`src/spg_pkg.sv`:
```
// Shared constants, codes and control types for the Sobol point generator.
`default_nettype none

package spg_pkg;

  localparam int MAX_DEGREE = 18;
  localparam int MAX_BITS   = 32;

  localparam int WORD_W        = 32;
  localparam int INDEX_W       = 33;
  localparam int REQ_W         = 2;
  localparam int DIR_INDEX_W   = 5;
  localparam int DIR_VALUE_W   = 18;
  localparam int FIRST_DIM_W   = 1;
  localparam int POLY_DEGREE_W = 5;
  localparam int COEFF_W       = 17;
  localparam int POINT_BITS_W  = 6;
  localparam int STATUS_W      = 2;

  localparam int DEG_W   = $clog2(MAX_DEGREE + 1);
  localparam int BITS_W  = $clog2(MAX_BITS + 1);
  localparam int ADDR_W  = (MAX_BITS > 1) ? $clog2(MAX_BITS) : 1;
  localparam int INIT_W  = (MAX_DEGREE > 1) ? $clog2(MAX_DEGREE) : 1;
  localparam int TRAIL_W = $clog2(INDEX_W + 1);

  localparam int APB_DATA_W = 32;
  localparam int PADDR_W    = 4;

  // request codes
  localparam logic [REQ_W-1:0] REQ_LOAD  = 2'd0;
  localparam logic [REQ_W-1:0] REQ_BUILD = 2'd1;
  localparam logic [REQ_W-1:0] REQ_GEN   = 2'd2;

  // status codes
  localparam logic [STATUS_W-1:0] ST_OK        = 2'd0;
  localparam logic [STATUS_W-1:0] ST_EXHAUSTED = 2'd1;
  localparam logic [STATUS_W-1:0] ST_NOT_BUILT = 2'd2;

  // register indexes
  localparam logic [1:0] REG_FIRST_DIM   = 2'd0;
  localparam logic [1:0] REG_POLY_DEGREE = 2'd1;
  localparam logic [1:0] REG_POLY_COEFF  = 2'd2;
  localparam logic [1:0] REG_POINT_BITS  = 2'd3;

  typedef struct packed {
    logic load;
    logic build_start;
    logic fill_wr;
    logic rec_issue;
    logic rec_wr;
    logic gen_step;
  } spg_cmd_t;

  typedef struct packed {
    logic fill_last;
    logic need_rec;
    logic k_last;
    logic i_last;
    logic out_free;
  } spg_sts_t;

  typedef struct packed {
    logic [FIRST_DIM_W-1:0]   first_dim_mode;
    logic [POLY_DEGREE_W-1:0] poly_degree;
    logic [COEFF_W-1:0]       poly_coeff_bits;
    logic [POINT_BITS_W-1:0]  point_bits;
  } spg_cfg_t;

endpackage

`default_nettype wire

```
`src/spg_ifs.sv`:
```
// Valid/ready channel interfaces for request and result beats.
`default_nettype none

interface spg_req_if;
  import spg_pkg::*;
  logic                   valid;
  logic                   ready;
  logic [REQ_W-1:0]       req_type;
  logic [DIR_INDEX_W-1:0] dir_index;
  logic [DIR_VALUE_W-1:0] dir_value;

  modport source (output valid, output req_type, output dir_index, output dir_value,
                  input ready);
  modport sink (input valid, input req_type, input dir_index, input dir_value,
                output ready);
endinterface

interface spg_rsp_if;
  import spg_pkg::*;
  logic                valid;
  logic                ready;
  logic [WORD_W-1:0]   point_value;
  logic [WORD_W-1:0]   point_index;
  logic [STATUS_W-1:0] status;

  modport source (output valid, output point_value, output point_index, output status,
                  input ready);
  modport sink (input valid, input point_value, input point_index, input status,
                output ready);
endinterface

`default_nettype wire

```
`src/spg_ram.sv`:
```
// Generic simple dual-port RAM with registered read.
`default_nettype none

module spg_ram #(
  parameter int WIDTH = 32,
  parameter int DEPTH = 32
) (
  input  wire logic                                          clk,
  input  wire logic                                          we,
  input  wire logic [((DEPTH > 1) ? $clog2(DEPTH) : 1)-1:0]  waddr,
  input  wire logic [WIDTH-1:0]                              wdata,
  input  wire logic [((DEPTH > 1) ? $clog2(DEPTH) : 1)-1:0]  raddr,
  output logic      [WIDTH-1:0]                              rdata
);

  logic [WIDTH-1:0] mem [DEPTH];

  always_ff @(posedge clk) begin
    if (we) begin
      mem[waddr] <= wdata;
    end
    rdata <= mem[raddr];
  end

endmodule

`default_nettype wire

```
`src/spg_cfg.sv`:
```
// APB configuration registers.
`default_nettype none

module spg_cfg (
  input  wire logic                               clk,
  input  wire logic                               rst,
  input  wire logic                               psel,
  input  wire logic                               penable,
  input  wire logic                               pwrite,
  input  wire logic [spg_pkg::PADDR_W-1:0]        paddr,
  input  wire logic [spg_pkg::APB_DATA_W-1:0]     pwdata,
  output logic      [spg_pkg::APB_DATA_W-1:0]     prdata,
  output logic                                    pready,
  output spg_pkg::spg_cfg_t                       cfg
);
  import spg_pkg::*;

  logic       wr_en;
  logic [1:0] reg_sel;

  assign pready  = 1'b1;
  assign wr_en   = psel && penable && pwrite;
  assign reg_sel = paddr[3:2];

  always_ff @(posedge clk) begin
    if (rst) begin
      cfg.first_dim_mode  <= '0;
      cfg.poly_degree     <= POLY_DEGREE_W'(1);
      cfg.poly_coeff_bits <= '0;
      cfg.point_bits      <= POINT_BITS_W'(10);
    end else if (wr_en) begin
      case (reg_sel)
        REG_FIRST_DIM:   cfg.first_dim_mode  <= pwdata[FIRST_DIM_W-1:0];
        REG_POLY_DEGREE: cfg.poly_degree     <= pwdata[POLY_DEGREE_W-1:0];
        REG_POLY_COEFF:  cfg.poly_coeff_bits <= pwdata[COEFF_W-1:0];
        REG_POINT_BITS:  cfg.point_bits      <= pwdata[POINT_BITS_W-1:0];
        default: ;
      endcase
    end
  end

  always_comb begin
    case (reg_sel)
      REG_FIRST_DIM:   prdata = APB_DATA_W'(cfg.first_dim_mode);
      REG_POLY_DEGREE: prdata = APB_DATA_W'(cfg.poly_degree);
      REG_POLY_COEFF:  prdata = APB_DATA_W'(cfg.poly_coeff_bits);
      REG_POINT_BITS:  prdata = APB_DATA_W'(cfg.point_bits);
      default:         prdata = '0;
    endcase
  end

endmodule

`default_nettype wire

```
`src/spg_ctrl.sv`:
```
// Controller state machine: request dispatch, table build sequencing, point step.
`default_nettype none

module spg_ctrl (
  input  wire logic                           clk,
  input  wire logic                           rst,
  input  wire logic                           in_valid,
  input  wire logic [spg_pkg::REQ_W-1:0]      req_type,
  output logic                                in_ready,
  input  wire spg_pkg::spg_sts_t              sts,
  output spg_pkg::spg_cmd_t                   cmd
);
  import spg_pkg::*;

  localparam logic [2:0] S_IDLE  = 3'd0;
  localparam logic [2:0] S_FILL  = 3'd1;
  localparam logic [2:0] S_ISSUE = 3'd2;
  localparam logic [2:0] S_WRITE = 3'd3;
  localparam logic [2:0] S_GEN   = 3'd4;

  logic [2:0] state;
  logic [2:0] state_next;

  always_ff @(posedge clk) begin
    if (rst) begin
      state <= S_IDLE;
    end else begin
      state <= state_next;
    end
  end

  always_comb begin
    state_next = state;
    cmd        = '0;
    in_ready   = 1'b0;
    case (state)
      S_IDLE: begin
        in_ready = 1'b1;
        if (in_valid) begin
          case (req_type)
            REQ_LOAD: cmd.load = 1'b1;
            REQ_BUILD: begin
              cmd.build_start = 1'b1;
              state_next      = S_FILL;
            end
            REQ_GEN: state_next = S_GEN;
            default: ;
          endcase
        end
      end
      S_FILL: begin
        // seed entries from the initial direction numbers, or with single set bits in first-dimension mode
        cmd.fill_wr = 1'b1;
        if (sts.fill_last) begin
          state_next = sts.need_rec ? S_ISSUE : S_IDLE;
        end
      end
      S_ISSUE: begin
        cmd.rec_issue = 1'b1;
        if (sts.k_last) begin
          state_next = S_WRITE;
        end
      end
      S_WRITE: begin
        cmd.rec_wr = 1'b1;
        state_next = sts.i_last ? S_IDLE : S_ISSUE;
      end
      S_GEN: begin
        // hold until the result register can take the beat
        if (sts.out_free) begin
          cmd.gen_step = 1'b1;
          state_next   = S_IDLE;
        end
      end
      default: state_next = S_IDLE;
    endcase
  end

  a_build_enters_fill: assert property (@(posedge clk) disable iff (rst)
    cmd.build_start |=> (state == S_FILL))
    else $error("build did not start the fill pass");

  a_step_needs_room: assert property (@(posedge clk) disable iff (rst)
    cmd.gen_step |-> sts.out_free)
    else $error("point step with result register occupied");

  a_write_after_issue: assert property (@(posedge clk) disable iff (rst)
    (state == S_WRITE) |-> ($past(state) == S_ISSUE))
    else $error("recurrence write without a preceding read");

endmodule

`default_nettype wire

```
`src/spg_dpath.sv`:
```
// Datapath: initial direction numbers, direction table, recurrence, point state.
`default_nettype none

module spg_dpath (
  input  wire logic                                clk,
  input  wire logic                                rst,
  input  wire spg_pkg::spg_cfg_t                   cfg,
  input  wire spg_pkg::spg_cmd_t                   cmd,
  output spg_pkg::spg_sts_t                        sts,
  input  wire logic [spg_pkg::DIR_INDEX_W-1:0]     dir_index,
  input  wire logic [spg_pkg::DIR_VALUE_W-1:0]     dir_value,
  output logic                                     out_valid,
  input  wire logic                                out_ready,
  output logic      [spg_pkg::WORD_W-1:0]          point_value,
  output logic      [spg_pkg::WORD_W-1:0]          point_index,
  output logic      [spg_pkg::STATUS_W-1:0]        status
);
  import spg_pkg::*;

  logic                   ld_ok;
  logic [INIT_W-1:0]      ld_addr;
  logic                   init_we;
  logic [INIT_W-1:0]      init_raddr;
  logic [DIR_VALUE_W-1:0] init_rdata;

  // clamped configuration at build
  logic [BITS_W-1:0] cfg_l;
  logic [DEG_W-1:0]  cfg_s;
  logic [BITS_W-1:0] first_n;

  // build registers
  logic              bfdm;
  logic [DEG_W-1:0]  bs;
  logic [COEFF_W-1:0] bcoeff;
  logic [BITS_W-1:0] bl;
  logic [BITS_W-1:0] fill_n;
  logic              need_rec;
  logic [BITS_W-1:0] ri;
  logic [DEG_W-1:0]  rk;

  // recurrence accumulate
  logic              pend;
  logic              pend_first;
  logic              pend_base;
  logic              pend_use;
  logic [WORD_W-1:0] acc;
  logic [WORD_W-1:0] acc_next;
  logic [WORD_W-1:0] term;
  logic [DEG_W-1:0]  cbit;
  logic              coeff_on;

  // fill value
  logic [DIR_VALUE_W-1:0]          fill_m;
  logic [DIR_VALUE_W+WORD_W-1:0]   fill_wide;
  logic [WORD_W-1:0]               fill_val;

  // generator state
  logic              built;
  logic [BITS_W-1:0] built_bits;
  logic [WORD_W-1:0] point;
  logic [INDEX_W-1:0] index;
  logic [TRAIL_W-1:0] trail;
  logic              exhausted;
  logic              do_xor;

  // table memory
  logic              ram_we;
  logic [ADDR_W-1:0] ram_waddr;
  logic [WORD_W-1:0] ram_wdata;
  logic [ADDR_W-1:0] ram_raddr;
  logic [WORD_W-1:0] ram_rdata;
  logic [BITS_W-1:0] rec_addr;

  assign ld_ok   = (dir_index >= DIR_INDEX_W'(1)) && (dir_index <= DIR_INDEX_W'(MAX_DEGREE));
  assign ld_addr = INIT_W'(dir_index - DIR_INDEX_W'(1));
  assign init_we = cmd.load && ld_ok;

  // fetch m_i in the cycle before its fill write
  assign init_raddr = (cmd.fill_wr && (ri < BITS_W'(MAX_DEGREE))) ? INIT_W'(ri) : '0;

  spg_ram #(
    .WIDTH(DIR_VALUE_W),
    .DEPTH(MAX_DEGREE)
  ) u_init_ram (
    .clk  (clk),
    .we   (init_we),
    .waddr(ld_addr),
    .wdata(dir_value),
    .raddr(init_raddr),
    .rdata(init_rdata)
  );

  always_comb begin
    if (cfg.point_bits == '0) begin
      cfg_l = BITS_W'(1);
    end else if (cfg.point_bits > POINT_BITS_W'(MAX_BITS)) begin
      cfg_l = BITS_W'(MAX_BITS);
    end else begin
      cfg_l = BITS_W'(cfg.point_bits);
    end
    if (cfg.poly_degree == '0) begin
      cfg_s = DEG_W'(1);
    end else if (cfg.poly_degree > POLY_DEGREE_W'(MAX_DEGREE)) begin
      cfg_s = DEG_W'(MAX_DEGREE);
    end else begin
      cfg_s = DEG_W'(cfg.poly_degree);
    end
    first_n = (cfg_l <= BITS_W'(cfg_s)) ? cfg_l : BITS_W'(cfg_s);
  end

  // fill: m_i << (32-i), or 1 << (32-i) for the first dimension
  assign fill_m    = init_rdata;
  assign fill_wide = {fill_m, {WORD_W{1'b0}}} >> ri;
  assign fill_val  = bfdm ? ({1'b1, {(WORD_W-1){1'b0}}} >> (ri - BITS_W'(1)))
                          : fill_wide[WORD_W-1:0];

  // recurrence read address i-k-1
  assign rec_addr = ri - BITS_W'(rk) - BITS_W'(1);
  assign cbit     = bs - DEG_W'(1) - rk;
  assign coeff_on = (rk != bs) && (cbit < DEG_W'(COEFF_W)) && bcoeff[cbit];

  assign term     = pend_base ? (ram_rdata ^ (ram_rdata >> bs))
                              : (pend_use ? ram_rdata : '0);
  assign acc_next = (pend_first ? '0 : acc) ^ term;

  always_comb begin
    trail = TRAIL_W'(INDEX_W);
    for (int b = INDEX_W - 1; b >= 0; b--) begin
      if (!index[b]) begin
        trail = TRAIL_W'(b);
      end
    end
  end

  assign exhausted = |(index & ({INDEX_W{1'b1}} << built_bits));
  assign do_xor    = (BITS_W'(trail) < built_bits);

  always_comb begin
    ram_we    = cmd.fill_wr || cmd.rec_wr;
    ram_waddr = ADDR_W'(ri - BITS_W'(1));
    ram_wdata = cmd.rec_wr ? acc_next : fill_val;
    ram_raddr = cmd.rec_issue ? rec_addr[ADDR_W-1:0] : trail[ADDR_W-1:0];
  end

  spg_ram #(
    .WIDTH(WORD_W),
    .DEPTH(MAX_BITS)
  ) u_dir_ram (
    .clk  (clk),
    .we   (ram_we),
    .waddr(ram_waddr),
    .wdata(ram_wdata),
    .raddr(ram_raddr),
    .rdata(ram_rdata)
  );

  // build sequencing registers
  always_ff @(posedge clk) begin
    if (cmd.build_start) begin
      bfdm     <= cfg.first_dim_mode[0];
      bs       <= cfg_s;
      bcoeff   <= cfg.poly_coeff_bits;
      bl       <= cfg_l;
      fill_n   <= cfg.first_dim_mode[0] ? cfg_l : first_n;
      need_rec <= !cfg.first_dim_mode[0] && (BITS_W'(cfg_s) < cfg_l);
      ri       <= BITS_W'(1);
      rk       <= DEG_W'(1);
    end else if (cmd.fill_wr) begin
      ri <= ri + BITS_W'(1);
    end else if (cmd.rec_issue) begin
      rk <= rk + DEG_W'(1);
    end else if (cmd.rec_wr) begin
      ri <= ri + BITS_W'(1);
      rk <= DEG_W'(1);
    end
    if (pend) begin
      acc <= acc_next;
    end
    pend_first <= (rk == DEG_W'(1));
    pend_base  <= (rk == bs);
    pend_use   <= coeff_on;
  end

  always_ff @(posedge clk) begin
    if (rst) begin
      pend <= 1'b0;
    end else begin
      pend <= cmd.rec_issue;
    end
  end

  assign sts.fill_last = (ri == fill_n);
  assign sts.need_rec  = need_rec;
  assign sts.k_last    = (rk == bs);
  assign sts.i_last    = (ri == bl);
  assign sts.out_free  = !out_valid || out_ready;

  // point state and result register
  always_ff @(posedge clk) begin
    if (rst) begin
      built      <= 1'b0;
      built_bits <= BITS_W'(1);
      point      <= '0;
      index      <= '0;
      out_valid  <= 1'b0;
    end else begin
      if (cmd.build_start) begin
        built      <= 1'b1;
        built_bits <= cfg_l;
        point      <= '0;
        index      <= '0;
      end else if (cmd.gen_step && built && !exhausted) begin
        if (do_xor) begin
          point <= point ^ ram_rdata;
        end
        index <= index + INDEX_W'(1);
      end
      if (cmd.gen_step) begin
        out_valid <= 1'b1;
      end else if (out_ready) begin
        out_valid <= 1'b0;
      end
    end
  end

  always_ff @(posedge clk) begin
    if (cmd.gen_step) begin
      if (!built) begin
        point_value <= '0;
        point_index <= '0;
        status      <= ST_NOT_BUILT;
      end else if (exhausted) begin
        point_value <= '0;
        point_index <= index[WORD_W-1:0];
        status      <= ST_EXHAUSTED;
      end else begin
        point_value <= point;
        point_index <= index[WORD_W-1:0];
        status      <= ST_OK;
      end
    end
  end

  a_index_bounded: assert property (@(posedge clk) disable iff (rst)
    built |-> (index <= (INDEX_W'(1) << built_bits)))
    else $error("point index ran past the table range");

  a_step_loads_result: assert property (@(posedge clk) disable iff (rst)
    cmd.gen_step |=> out_valid)
    else $error("point step did not present a result");

  a_write_in_range: assert property (@(posedge clk) disable iff (rst)
    (cmd.fill_wr || cmd.rec_wr) |-> (ri >= BITS_W'(1) && ri <= bl))
    else $error("direction table write outside 1..L");

endmodule

`default_nettype wire

```
`src/sobol_point_generator.sv`:
```
// Top level of the one-dimension Sobol point generator.
//
//  channel   dir   protocol      beat contents
//  request   in    valid/ready   req_type, dir_index, dir_value
//  result    out   valid/ready   point_value, point_index, status
//  config    in    APB           first_dim_mode, poly_degree, poly_coeff_bits, point_bits
//
// Load: written on acceptance. Generate: accept, then direction table read and XOR, the
// read being registered in the direction table RAM; the second step waits for room in the result register.
// Build: accept, then a fill of F entries, F = L in first-dimension mode, else min(L, s), then
// the recurrence for the remaining L - s entries when it runs (not first-dimension mode and s < L);
// each recurrence entry takes s table reads through the single RAM read port plus a write.
// Synchronous reset clears control and point state; table contents are not cleared.
// A result held in the output register does not block the next request; a generate
// stalls only while that register is still full.
`default_nettype none

module sobol_point_generator (
  input  wire logic                               clk,
  input  wire logic                               rst,
  spg_req_if.sink                                 request,
  spg_rsp_if.source                               result,
  input  wire logic                               psel,
  input  wire logic                               penable,
  input  wire logic                               pwrite,
  input  wire logic [spg_pkg::PADDR_W-1:0]        paddr,
  input  wire logic [spg_pkg::APB_DATA_W-1:0]     pwdata,
  output logic      [spg_pkg::APB_DATA_W-1:0]     prdata,
  output logic                                    pready
);
  import spg_pkg::*;

  spg_cfg_t cfg;
  spg_cmd_t cmd;
  spg_sts_t sts;
  logic     in_ready;

  assign request.ready = in_ready;

  spg_cfg u_cfg (
    .clk    (clk),
    .rst    (rst),
    .psel   (psel),
    .penable(penable),
    .pwrite (pwrite),
    .paddr  (paddr),
    .pwdata (pwdata),
    .prdata (prdata),
    .pready (pready),
    .cfg    (cfg)
  );

  spg_ctrl u_ctrl (
    .clk     (clk),
    .rst     (rst),
    .in_valid(request.valid),
    .req_type(request.req_type),
    .in_ready(in_ready),
    .sts     (sts),
    .cmd     (cmd)
  );

  spg_dpath u_dpath (
    .clk        (clk),
    .rst        (rst),
    .cfg        (cfg),
    .cmd        (cmd),
    .sts        (sts),
    .dir_index  (request.dir_index),
    .dir_value  (request.dir_value),
    .out_valid  (result.valid),
    .out_ready  (result.ready),
    .point_value(result.point_value),
    .point_index(result.point_index),
    .status     (result.status)
  );

endmodule

`default_nettype wire

```
`src/flat_wrapper.sv`:
```
// flat-port wrapper written by rule: the top's interface ports become plain ports
module sobol_point_generator_flat import spg_pkg::*;
  (clk, rst, psel, penable, pwrite, paddr, pwdata, prdata, pready, request_valid, request_req_type, request_dir_index, request_dir_value, request_ready, result_valid, result_point_value, result_point_index, result_status, result_ready);
  spg_req_if request_i ();
  spg_rsp_if result_i ();
  input  wire logic clk;
  input  wire logic rst;
  input  wire logic psel;
  input  wire logic penable;
  input  wire logic pwrite;
  input  wire logic [spg_pkg::PADDR_W-1:0] paddr;
  input  wire logic [spg_pkg::APB_DATA_W-1:0] pwdata;
  output logic      [spg_pkg::APB_DATA_W-1:0] prdata;
  output logic pready;
  input wire logic [$bits(request_i.valid)-1:0] request_valid;
  input wire logic [$bits(request_i.req_type)-1:0] request_req_type;
  input wire logic [$bits(request_i.dir_index)-1:0] request_dir_index;
  input wire logic [$bits(request_i.dir_value)-1:0] request_dir_value;
  output wire logic [$bits(request_i.ready)-1:0] request_ready;
  output wire logic [$bits(result_i.valid)-1:0] result_valid;
  output wire logic [$bits(result_i.point_value)-1:0] result_point_value;
  output wire logic [$bits(result_i.point_index)-1:0] result_point_index;
  output wire logic [$bits(result_i.status)-1:0] result_status;
  input wire logic [$bits(result_i.ready)-1:0] result_ready;
  assign request_i.valid = request_valid;
  assign request_i.req_type = request_req_type;
  assign request_i.dir_index = request_dir_index;
  assign request_i.dir_value = request_dir_value;
  assign request_ready = request_i.ready;
  assign result_valid = result_i.valid;
  assign result_point_value = result_i.point_value;
  assign result_point_index = result_i.point_index;
  assign result_status = result_i.status;
  assign result_i.ready = result_ready;
  sobol_point_generator u_core (.clk(clk), .rst(rst), .request(request_i), .result(result_i), .psel(psel), .penable(penable), .pwrite(pwrite), .paddr(paddr), .pwdata(pwdata), .prdata(prdata), .pready(pready));
endmodule
```
`config.mk`:
```
export PLATFORM = sky130hd
export DESIGN_NAME = sobol_point_generator_flat
export DESIGN_NICKNAME = d
export VERILOG_FILES = /design/src/spg_pkg.sv /design/src/spg_ifs.sv /design/src/spg_ram.sv /design/src/spg_cfg.sv /design/src/spg_ctrl.sv /design/src/spg_dpath.sv /design/src/sobol_point_generator.sv /design/src/flat_wrapper.sv
export SDC_FILE = /design/constraint.sdc
export NUM_CORES = 2
export LEC_CHECK = 0
export BUFFER_PORTS_ARGS = -buffer_cell sky130_fd_sc_hd__buf_2
export CAP_MARGIN = 0
export CORE_MARGIN = 1
export CORE_UTILIZATION = 35
export CTS_BUF_LIST = sky130_fd_sc_hd__clkbuf_16
export CTS_CLUSTER_DIAMETER = 150
export DETAILED_ROUTE_END_ITERATION = 8
export PLACE_DENSITY_LB_ADDON = 0.08
export SLEW_MARGIN = 0
export SYNTH_ARGS = -nofsm -noshare
export SYNTH_HDL_FRONTEND = slang
export SYNTH_HIERARCHICAL = 1
export SYNTH_SLANG_ARGS = --single-unit
```
`constraint.sdc`:
```
create_clock -name clk -period 15.7 [get_ports clk]
set_input_delay 1.57 -clock clk [delete_from_list [all_inputs] [get_ports clk]]
set_output_delay 1.57 -clock clk [all_outputs]
set_load 0.05 [all_outputs]
```
* Word level (Yosys, flattened, before mapping) *
Memory sizes are Yosys's and may differ from the RTL's. A register that Yosys moved wholly into a read port is not among the register bits.
Cells that the tools add are included.

word-level totals
  input bits = 68
  logic and storage cells = 190
  memories kept = 2
  bits in registers = 254
  output and inout bits = 101
  bits in writable memories = 1,348

memory list
  memory                         depth  bits a word  rd ports  clocked after memory_dff  write ports  RTL line       text
  u_core.u_dpath.u_dir_ram.mem   32     32           1         1                         1            spg_ram.sv:16  logic [WIDTH-1:0] mem [DEPTH];
  u_core.u_dpath.u_init_ram.mem  18     18           1         1                         1            spg_ram.sv:16

operators by class
  reductions and logical operators = 34
  bitwise operators = 6
  $add $sub $neg = 9
  shift-type cells = 4
  equal/unequal tests = 20
  muxes and demuxes = 79
  magnitude comparators = 10

operators with widths
  operator                                                number
  two-way mux 6 bit                                       39
  two-way mux 32 bit                                      5
  one-hot mux 32 bit (4 select lines)                     1
  XOR 32 bit                                              3
  >> shifter 50 x 6 -> 32 bit                             1
  OR reduction 34 bit                                     1
  adder 33 x 1 -> 33 bit (second input constant)          1
  AND 33 bit                                              1
  OR reduction 33 bit                                     1
  left shift 33 x 6 -> 33 bit (first input constant)      1
  >> shifter 32 x 5 -> 32 bit                             1
  >> shifter 32 x 6 -> 32 bit (first input constant)      1
  two-way mux 5 bit                                       6
  two-way mux 1 bit                                       17
  one-hot mux 3 bit (5 select lines)                      1
  subtractor 5 x 1 -> 5 bit (second input constant)       3
  AND reduction 2 bit                                     7
  == test 6 bit                                           2
  two-way mux 3 bit                                       4
  logical AND 1 bit                                       10
  subtractor 5 bit                                        2
  two-way mux 2 bit                                       4
  inequality test 2 x 1 -> 1 bit (second input constant)  4
  adder 6 x 1 -> 6 bit (second input constant)            1
  34 further kinds                                        45

* Logic depth before layout (Yosys ltp) *
  depth after elaboration = 35
  mapped depth = 16
  gate-level depth less buffers = 14

* By module *
The synthesis kept the hierarchy.

modules (own cells, without submodules)
  module                               area an instance (um2)  times used  cells an instance  seq. area each (um2)
  spg_ram (u_core.u_dpath.u_dir_ram)   40,492.6                1           2,260              31,390.1
  spg_dpath                            15,200.8                1           1,613              5,785.5
  spg_ram (u_core.u_dpath.u_init_ram)  13,050.0                1           606                10,089.7
  spg_cfg                              1,619.1                 1           169                580.6
  spg_ctrl                             281.5                   1           33                 60.1

* Worst setup path after synthesis *
Ideal clock, no wire load.

  kind = input to register
  from = input result_ready
  to = register u_core.u_dpath.index[14]
  setup slack = 7.082 ns
  data required time = 15.568 ns
  buffers on the path = 0
  stages = 7
  arrival time = 8.486 ns
  library setup time = 0.132 ns
  path through = nand2b_1 nand2_1 nor3_1 nand3_1 nor3_1 a21bo_2 a21oi_1

RTL lines
  element               RTL line            text
  start, declared       flat_wrapper.sv:24  input wire logic [$bits(result_i.ready)-1:0] result_ready;
  end signal, assigned  spg_dpath.sv:216    index <= index + INDEX_W'(1);
  end, declared         spg_dpath.sv:61     logic [INDEX_W-1:0] index;

* Worst setup path after layout *
  from = register u_core.u_dpath.index[28]
  to = register u_core.u_dpath.u_dir_ram.rdata[27] (read register of u_core.u_dpath.u_dir_ram.mem)

on the way
  word-level cells in the longest chain between the ends = 30

ends and longest elaborated chain
  element                          RTL line          text
  two-way mux 6 bit (29 in a row)  spg_dpath.sv:129  if (!index[b]) begin
  two-way mux 5 bit                spg_dpath.sv:142  ram_raddr = cmd.rec_issue ? rec_addr[ADDR_W-1:0] : trail[ADDR_W-1:0];
  net u_core.u_dpath.ram_raddr[0]  spg_dpath.sv:70   logic [ADDR_W-1:0] ram_raddr;
  end, declared                    spg_ram.sv:13     output logic [WIDTH-1:0] rdata

The timed path passes the listed nets, and every way through them passes these cells.
A chain may end at the register's enable or synchronous reset.

==> run summary <==
The flow ran to the end, but the final reports show violations. The final reports fail on design-rule violations. The slew at the pin with the worst max-slew slack works out to 1290 ps. By instance count, the cell type seen most on the critical path is sky130_fd_sc_hd__buf_4. The die covers 0.204 mm². The congestion estimate from routability-driven global placement came to 0.883. For this run, design rule violations remaining after detail routing come to 16. The tools report the remaining max-slew budget at the tightest pin as 0.138. The tools report the distinct cell type count of the synthesized netlist as 90.

The post-synthesis area per instance is 15.1 µm², and the post-CTS setup buffer count is 0. Setup repair after global routing left no endpoint under its margin. The worst reg2reg path depth works out to 14.

Number of CTS-inserted buffers: 185. For the worst-skew pair, the clock arrives at the later sink with an insertion delay of 830 ps. In this run, post-CTS repair resized a total of 0 instances. For this run, the top clock speed supported by timing is 164 MHz. TritonCTS built the clock tree. The site row count is 164.

For this design, the CTS-stage hold fixing added 0 buffers. Counting instances, the worst hold path has a depth of 0. For the number of primary I/O pins, the log shows 169.

Number of antenna violations at the first check in global routing: 6. The worst setup path is captured at a register. The fraction of registers with async set/reset works out to 0. After floorplanning, the core was sized to cover 0.200 mm². For the post-route core utilization, the log shows 0.401. Leaving out fill and tap cells, the most frequent cells in the layout are sky130_fd_sc_hd__edfxtp_1, sky130_fd_sc_hd__mux2i_1, sky130_fd_sc_hd__nand2_1. The final number of hold-violating endpoints was 0; the highest fanout seen on the critical path was 111. The delay contributed by the slowest stage of the critical path is 940 ps, and the maximum clock path buffer count is 3.

Entering global routing, the biggest net connects 113 pins. The worst setup slack for register-to-register paths came out at 9620 ps. After detailed routing, the number of vias per cell comes to 5.28. Clock tree root driver cell: sky130_fd_sc_hd__clkbuf_16. For this run, the number of Yosys warnings is 6.

The run gives 99.5 µV as the maximum ir drop on the vdd rail. After synthesis the cells add up to 0.0706 mm². Power comes to 10.6 mW.

The worst setup path is launched from a register. For the worst path setup slack after routing, the log shows 9620 ps. Area growth from synthesis to layout: 13.6%. Overflow left after global routing: 0. Data arrives at the worst endpoint at 6730 ps. Number of global-route vias before repair: 39.8k. For this run, the leading register cell type out of synthesis is sky130_fd_sc_hd__edfxtp_1. After synthesis the netlist holds a flip-flop and latch count of 1,652.

The post-layout net count is 4,925, and the overall via count from detail_route is 40.4k. The first global-routing pass estimated 286,000 µm of wire. For the final database, setup skew stands at 40.5 ps. For the finished layout, the period the worst path requires is 6080 ps.

The die is 451 µm wide. The tools report the start point of the worst min-delay path as u_core/u_cfg/cfg[16]. The worst hold path terminates at u_core/u_dpath/bcoeff[10]. The max capacitance violation total is 0. Prior to clock tree synthesis, the placed netlist has a worst setup slack of 9670 ps. After routing, the total negative slack on setup checks comes to 0 ps. Final period utilization: 0.387. The run gives 0.353 as the effective utilization at floorplan. The CTS clock-pin slew for the worst setup and hold paths was 60 ps; the total wirelength of the detailed-routed design was 198,000 µm. In this run the critical register-to-register path is launched from u_core/u_dpath/index[28]. The detailed placer's ending HPWL came out at 109,000 µm. The logs give 0.192 for the combined global-route utilization of all metal layers and 1,652 for the number of sinks driven by the clock tree.

For the count of antenna-violating nets left after detailed routing, the log shows 0. For the count of mapped cells out of synthesis, the log shows 4,681. The first-pass iteration count of the detailed router is 7. The slowest stage of the critical path belongs to the cell sky130_fd_sc_hd__o21ai_4. The H-tree was split into 4 levels. Yosys mapped a number of flops with a built-in enable equal to 1,482. The tools report the number of max-slew violations in the final report as 0. The critical path goes through inv_1 -> o221ai_1 -> a21oi_1 -> o211ai_1 -> nand2_1 -> o21ai_4 -> buf_12 -> buf_4 -> buf_4 -> mux2i_1 -> a22o_1 -> nor3_1 -> a31oi_1 -> nand3_1. In this run the static leakage power is 25.7 nW.

The average routed wire per standard cell was 26.0 µm. The number of DRC violations after detailed-routing iteration 0 came out at 2,998. STA puts the critical path data required time at 16,350 ps.

The fraction of the yosys area taken by sequential cells was 0.678. The endpoint of the most critical register-to-register path is u_core/u_dpath/u_dir_ram/rdata[27]. The category of the most critical setup path was reg -> reg. Input and output buffers added on the ports amount to 135. Setup violations remaining at the end of the flow were counted as 0. Power per cell area: 133 mW/mm².

Path class of the lowest-slack min-delay path: reg -> reg. Most common cell after layout, fill and taps aside: sky130_fd_sc_hd__edfxtp_1. The share of layout cells above drive strength 1 was 0.148; the vertical die dimension was 451 µm.
## flip-flops by register name, summed over array words and instances (netlist names), 3 cells and up
| signal | flops |
|---|---|
| u_core/u_dpath/point_index | 32 |
| u_core/u_dpath/bcoeff | 17 |
| u_core/u_dpath/bs | 5 |
| u_core/u_dpath/point_value | 32 |
| u_core/u_cfg/cfg | 29 |
| u_core/u_dpath/index | 33 |
| u_core/u_dpath/rk | 5 |
| u_core/u_dpath/built_bits | 6 |
| u_core/u_dpath/u_init_ram/mem | 324 |
| u_core/u_dpath/u_init_ram/rdata | 18 |
| u_core/u_dpath/ri | 6 |
| u_core/u_dpath/fill_n | 6 |
| u_core/u_dpath/u_dir_ram/rdata | 32 |
| u_core/u_ctrl/state | 3 |
| u_core/u_dpath/u_dir_ram/mem | 1024 |
| u_core/u_dpath/bl | 6 |
| u_core/u_dpath/acc | 32 |
| u_core/u_dpath/point | 32 |
## synthesized netlist by cell type, types with 8 or more instances
library cell	instances	area [µm²]
sky130_fd_sc_hd__o211ai_1	31	233
sky130_fd_sc_hd__mux4_2	63	1420
sky130_fd_sc_hd__nand3b_1	13	97.6
sky130_fd_sc_hd__buf_2	52	260
sky130_fd_sc_hd__nor4_1	9	56.3
sky130_fd_sc_hd__edfxtp_1	1482	44500
sky130_fd_sc_hd__xor2_1	12	105
sky130_fd_sc_hd__or2_2	10	62.6
sky130_fd_sc_hd__nand2_1	279	1050
sky130_fd_sc_hd__clkbuf_1	138	518
sky130_fd_sc_hd__a211oi_1	15	113
sky130_fd_sc_hd__nor2b_1	39	244
sky130_fd_sc_hd__and3_1	19	119
sky130_fd_sc_hd__xnor2_1	55	482
sky130_fd_sc_hd__o22ai_1	22	138
sky130_fd_sc_hd__nand4b_1	11	96.3
sky130_fd_sc_hd__mux2i_1	677	6780
sky130_fd_sc_hd__nor3b_1	8	60.1
sky130_fd_sc_hd__o21ai_0	60	300
sky130_fd_sc_hd__a21o_1	17	128
sky130_fd_sc_hd__buf_4	59	443
sky130_fd_sc_hd__a31oi_1	45	282
sky130_fd_sc_hd__mux4_1	43	1130
sky130_fd_sc_hd__buf_6	30	338
sky130_fd_sc_hd__inv_1	58	218
sky130_fd_sc_hd__o21ai_1	18	90.1
sky130_fd_sc_hd__nand3_1	127	636
sky130_fd_sc_hd__mux2_2	45	507
sky130_fd_sc_hd__a221oi_1	24	210
sky130_fd_sc_hd__nand4_1	52	325
sky130_fd_sc_hd__or3_1	37	231
sky130_fd_sc_hd__nor3_1	66	330
sky130_fd_sc_hd__o21a_1	13	97.6
sky130_fd_sc_hd__a22o_1	70	613
sky130_fd_sc_hd__a31o_2	12	105
sky130_fd_sc_hd__o31ai_1	11	82.6
sky130_fd_sc_hd__and2_1	66	413
sky130_fd_sc_hd__ha_1	30	375
sky130_fd_sc_hd__dfxtp_1	170	3400
sky130_fd_sc_hd__o21ai_2	10	87.6
sky130_fd_sc_hd__a21oi_1	174	871
sky130_fd_sc_hd__nor2_1	199	747
sky130_fd_sc_hd__buf_1	20	75.1
sky130_fd_sc_hd__a22oi_1	113	848
sky130_fd_sc_hd__nand2b_1	77	482
## final cells by class
type / instances / area [µm²]
fillers: 18500 / 120000
flip-flops and latches: 1652 / 47900
multi-input cells: 2677 / 21300
clock buffers: 186 / 4650
well taps: 2656 / 3320
repair buffers: 249 / 1610
clock inverters: 159 / 1200
inverters: 60 / 225
diodes: 1 / 2.50
## routing by layer
metal / global-route usage / routed length, µm / part of all wire
met1: 0.271 / 92800 / 0.47
met2: 0.310 / 94200 / 0.48
met5: 0 / 25 / 0.00013
met3: 0.0272 / 7320 / 0.037
met4: 0.0464 / 3930 / 0.020
## stage by stage
stage	hold WS, ps	instance area [µm²]	cells
global placement	447	74400	7294
finish	450	80300	7640
global route	464	80300	7640
floorplan	423	70700	4695
CTS	454	80300	7639
detailed placement	448	74400	7294
## power breakdown
part	internal [mW]	switching [mW]	total [mW]	leakage, nW
sequential	4.99	0.103	5.09	15.0
clock	2.40	1.77	4.17	3.04
combinational	0.470	0.913	1.38	7.68
## worst max-delay path by stage
stage	start	to	slack (ps)
5_1_grt	u_core/u_dpath/index[28]	u_core/u_dpath/u_dir_ram/rdata[27]	9300
2_1_floorplan	result_ready	u_core/u_dpath/index[14]	7080
4_1_cts	u_core/u_dpath/index[28]	u_core/u_dpath/u_dir_ram/rdata[27]	9650
6_report	u_core/u_dpath/index[28]	u_core/u_dpath/u_dir_ram/rdata[27]	9620
3_5_place_dp	u_core/u_dpath/index[28]	u_core/u_dpath/u_dir_ram/rdata[27]	9670
3_3_place_gp	u_core/u_dpath/index[28]	u_core/u_dpath/u_dir_ram/rdata[27]	9670
## critical path, delay by kind of cell (launching register included)
kind,cells,cell delay (ps)
buf+inv,4,2370
compound gates,6,2170
simple gates,3,470
flops,1,420
mux,1,270
## cells by family (layout without fill, tap and decap cells)
| logic type | count (synthesis) | count (layout) | synth area share |
|---|---|---|---|
| DFF | 1652 | 1652 | 0.678 |
| and+or+nand+nor | 1030 | 1030 | 0.0725 |
| muxes | 828 | 828 | 0.139 |
| AOI/OAI and AO/OA | 704 | 704 | 0.0684 |
| buffers and inverters | 366 | 654 | 0.0275 |
| xor gates and xnor gates | 67 | 67 | 0.00831 |
| adders and majority gates | 32 | 32 | 0.00588 |
| other | 2 | 17 | 0.000106 |
Note: power is estimated with default switching activity, not from simulation.
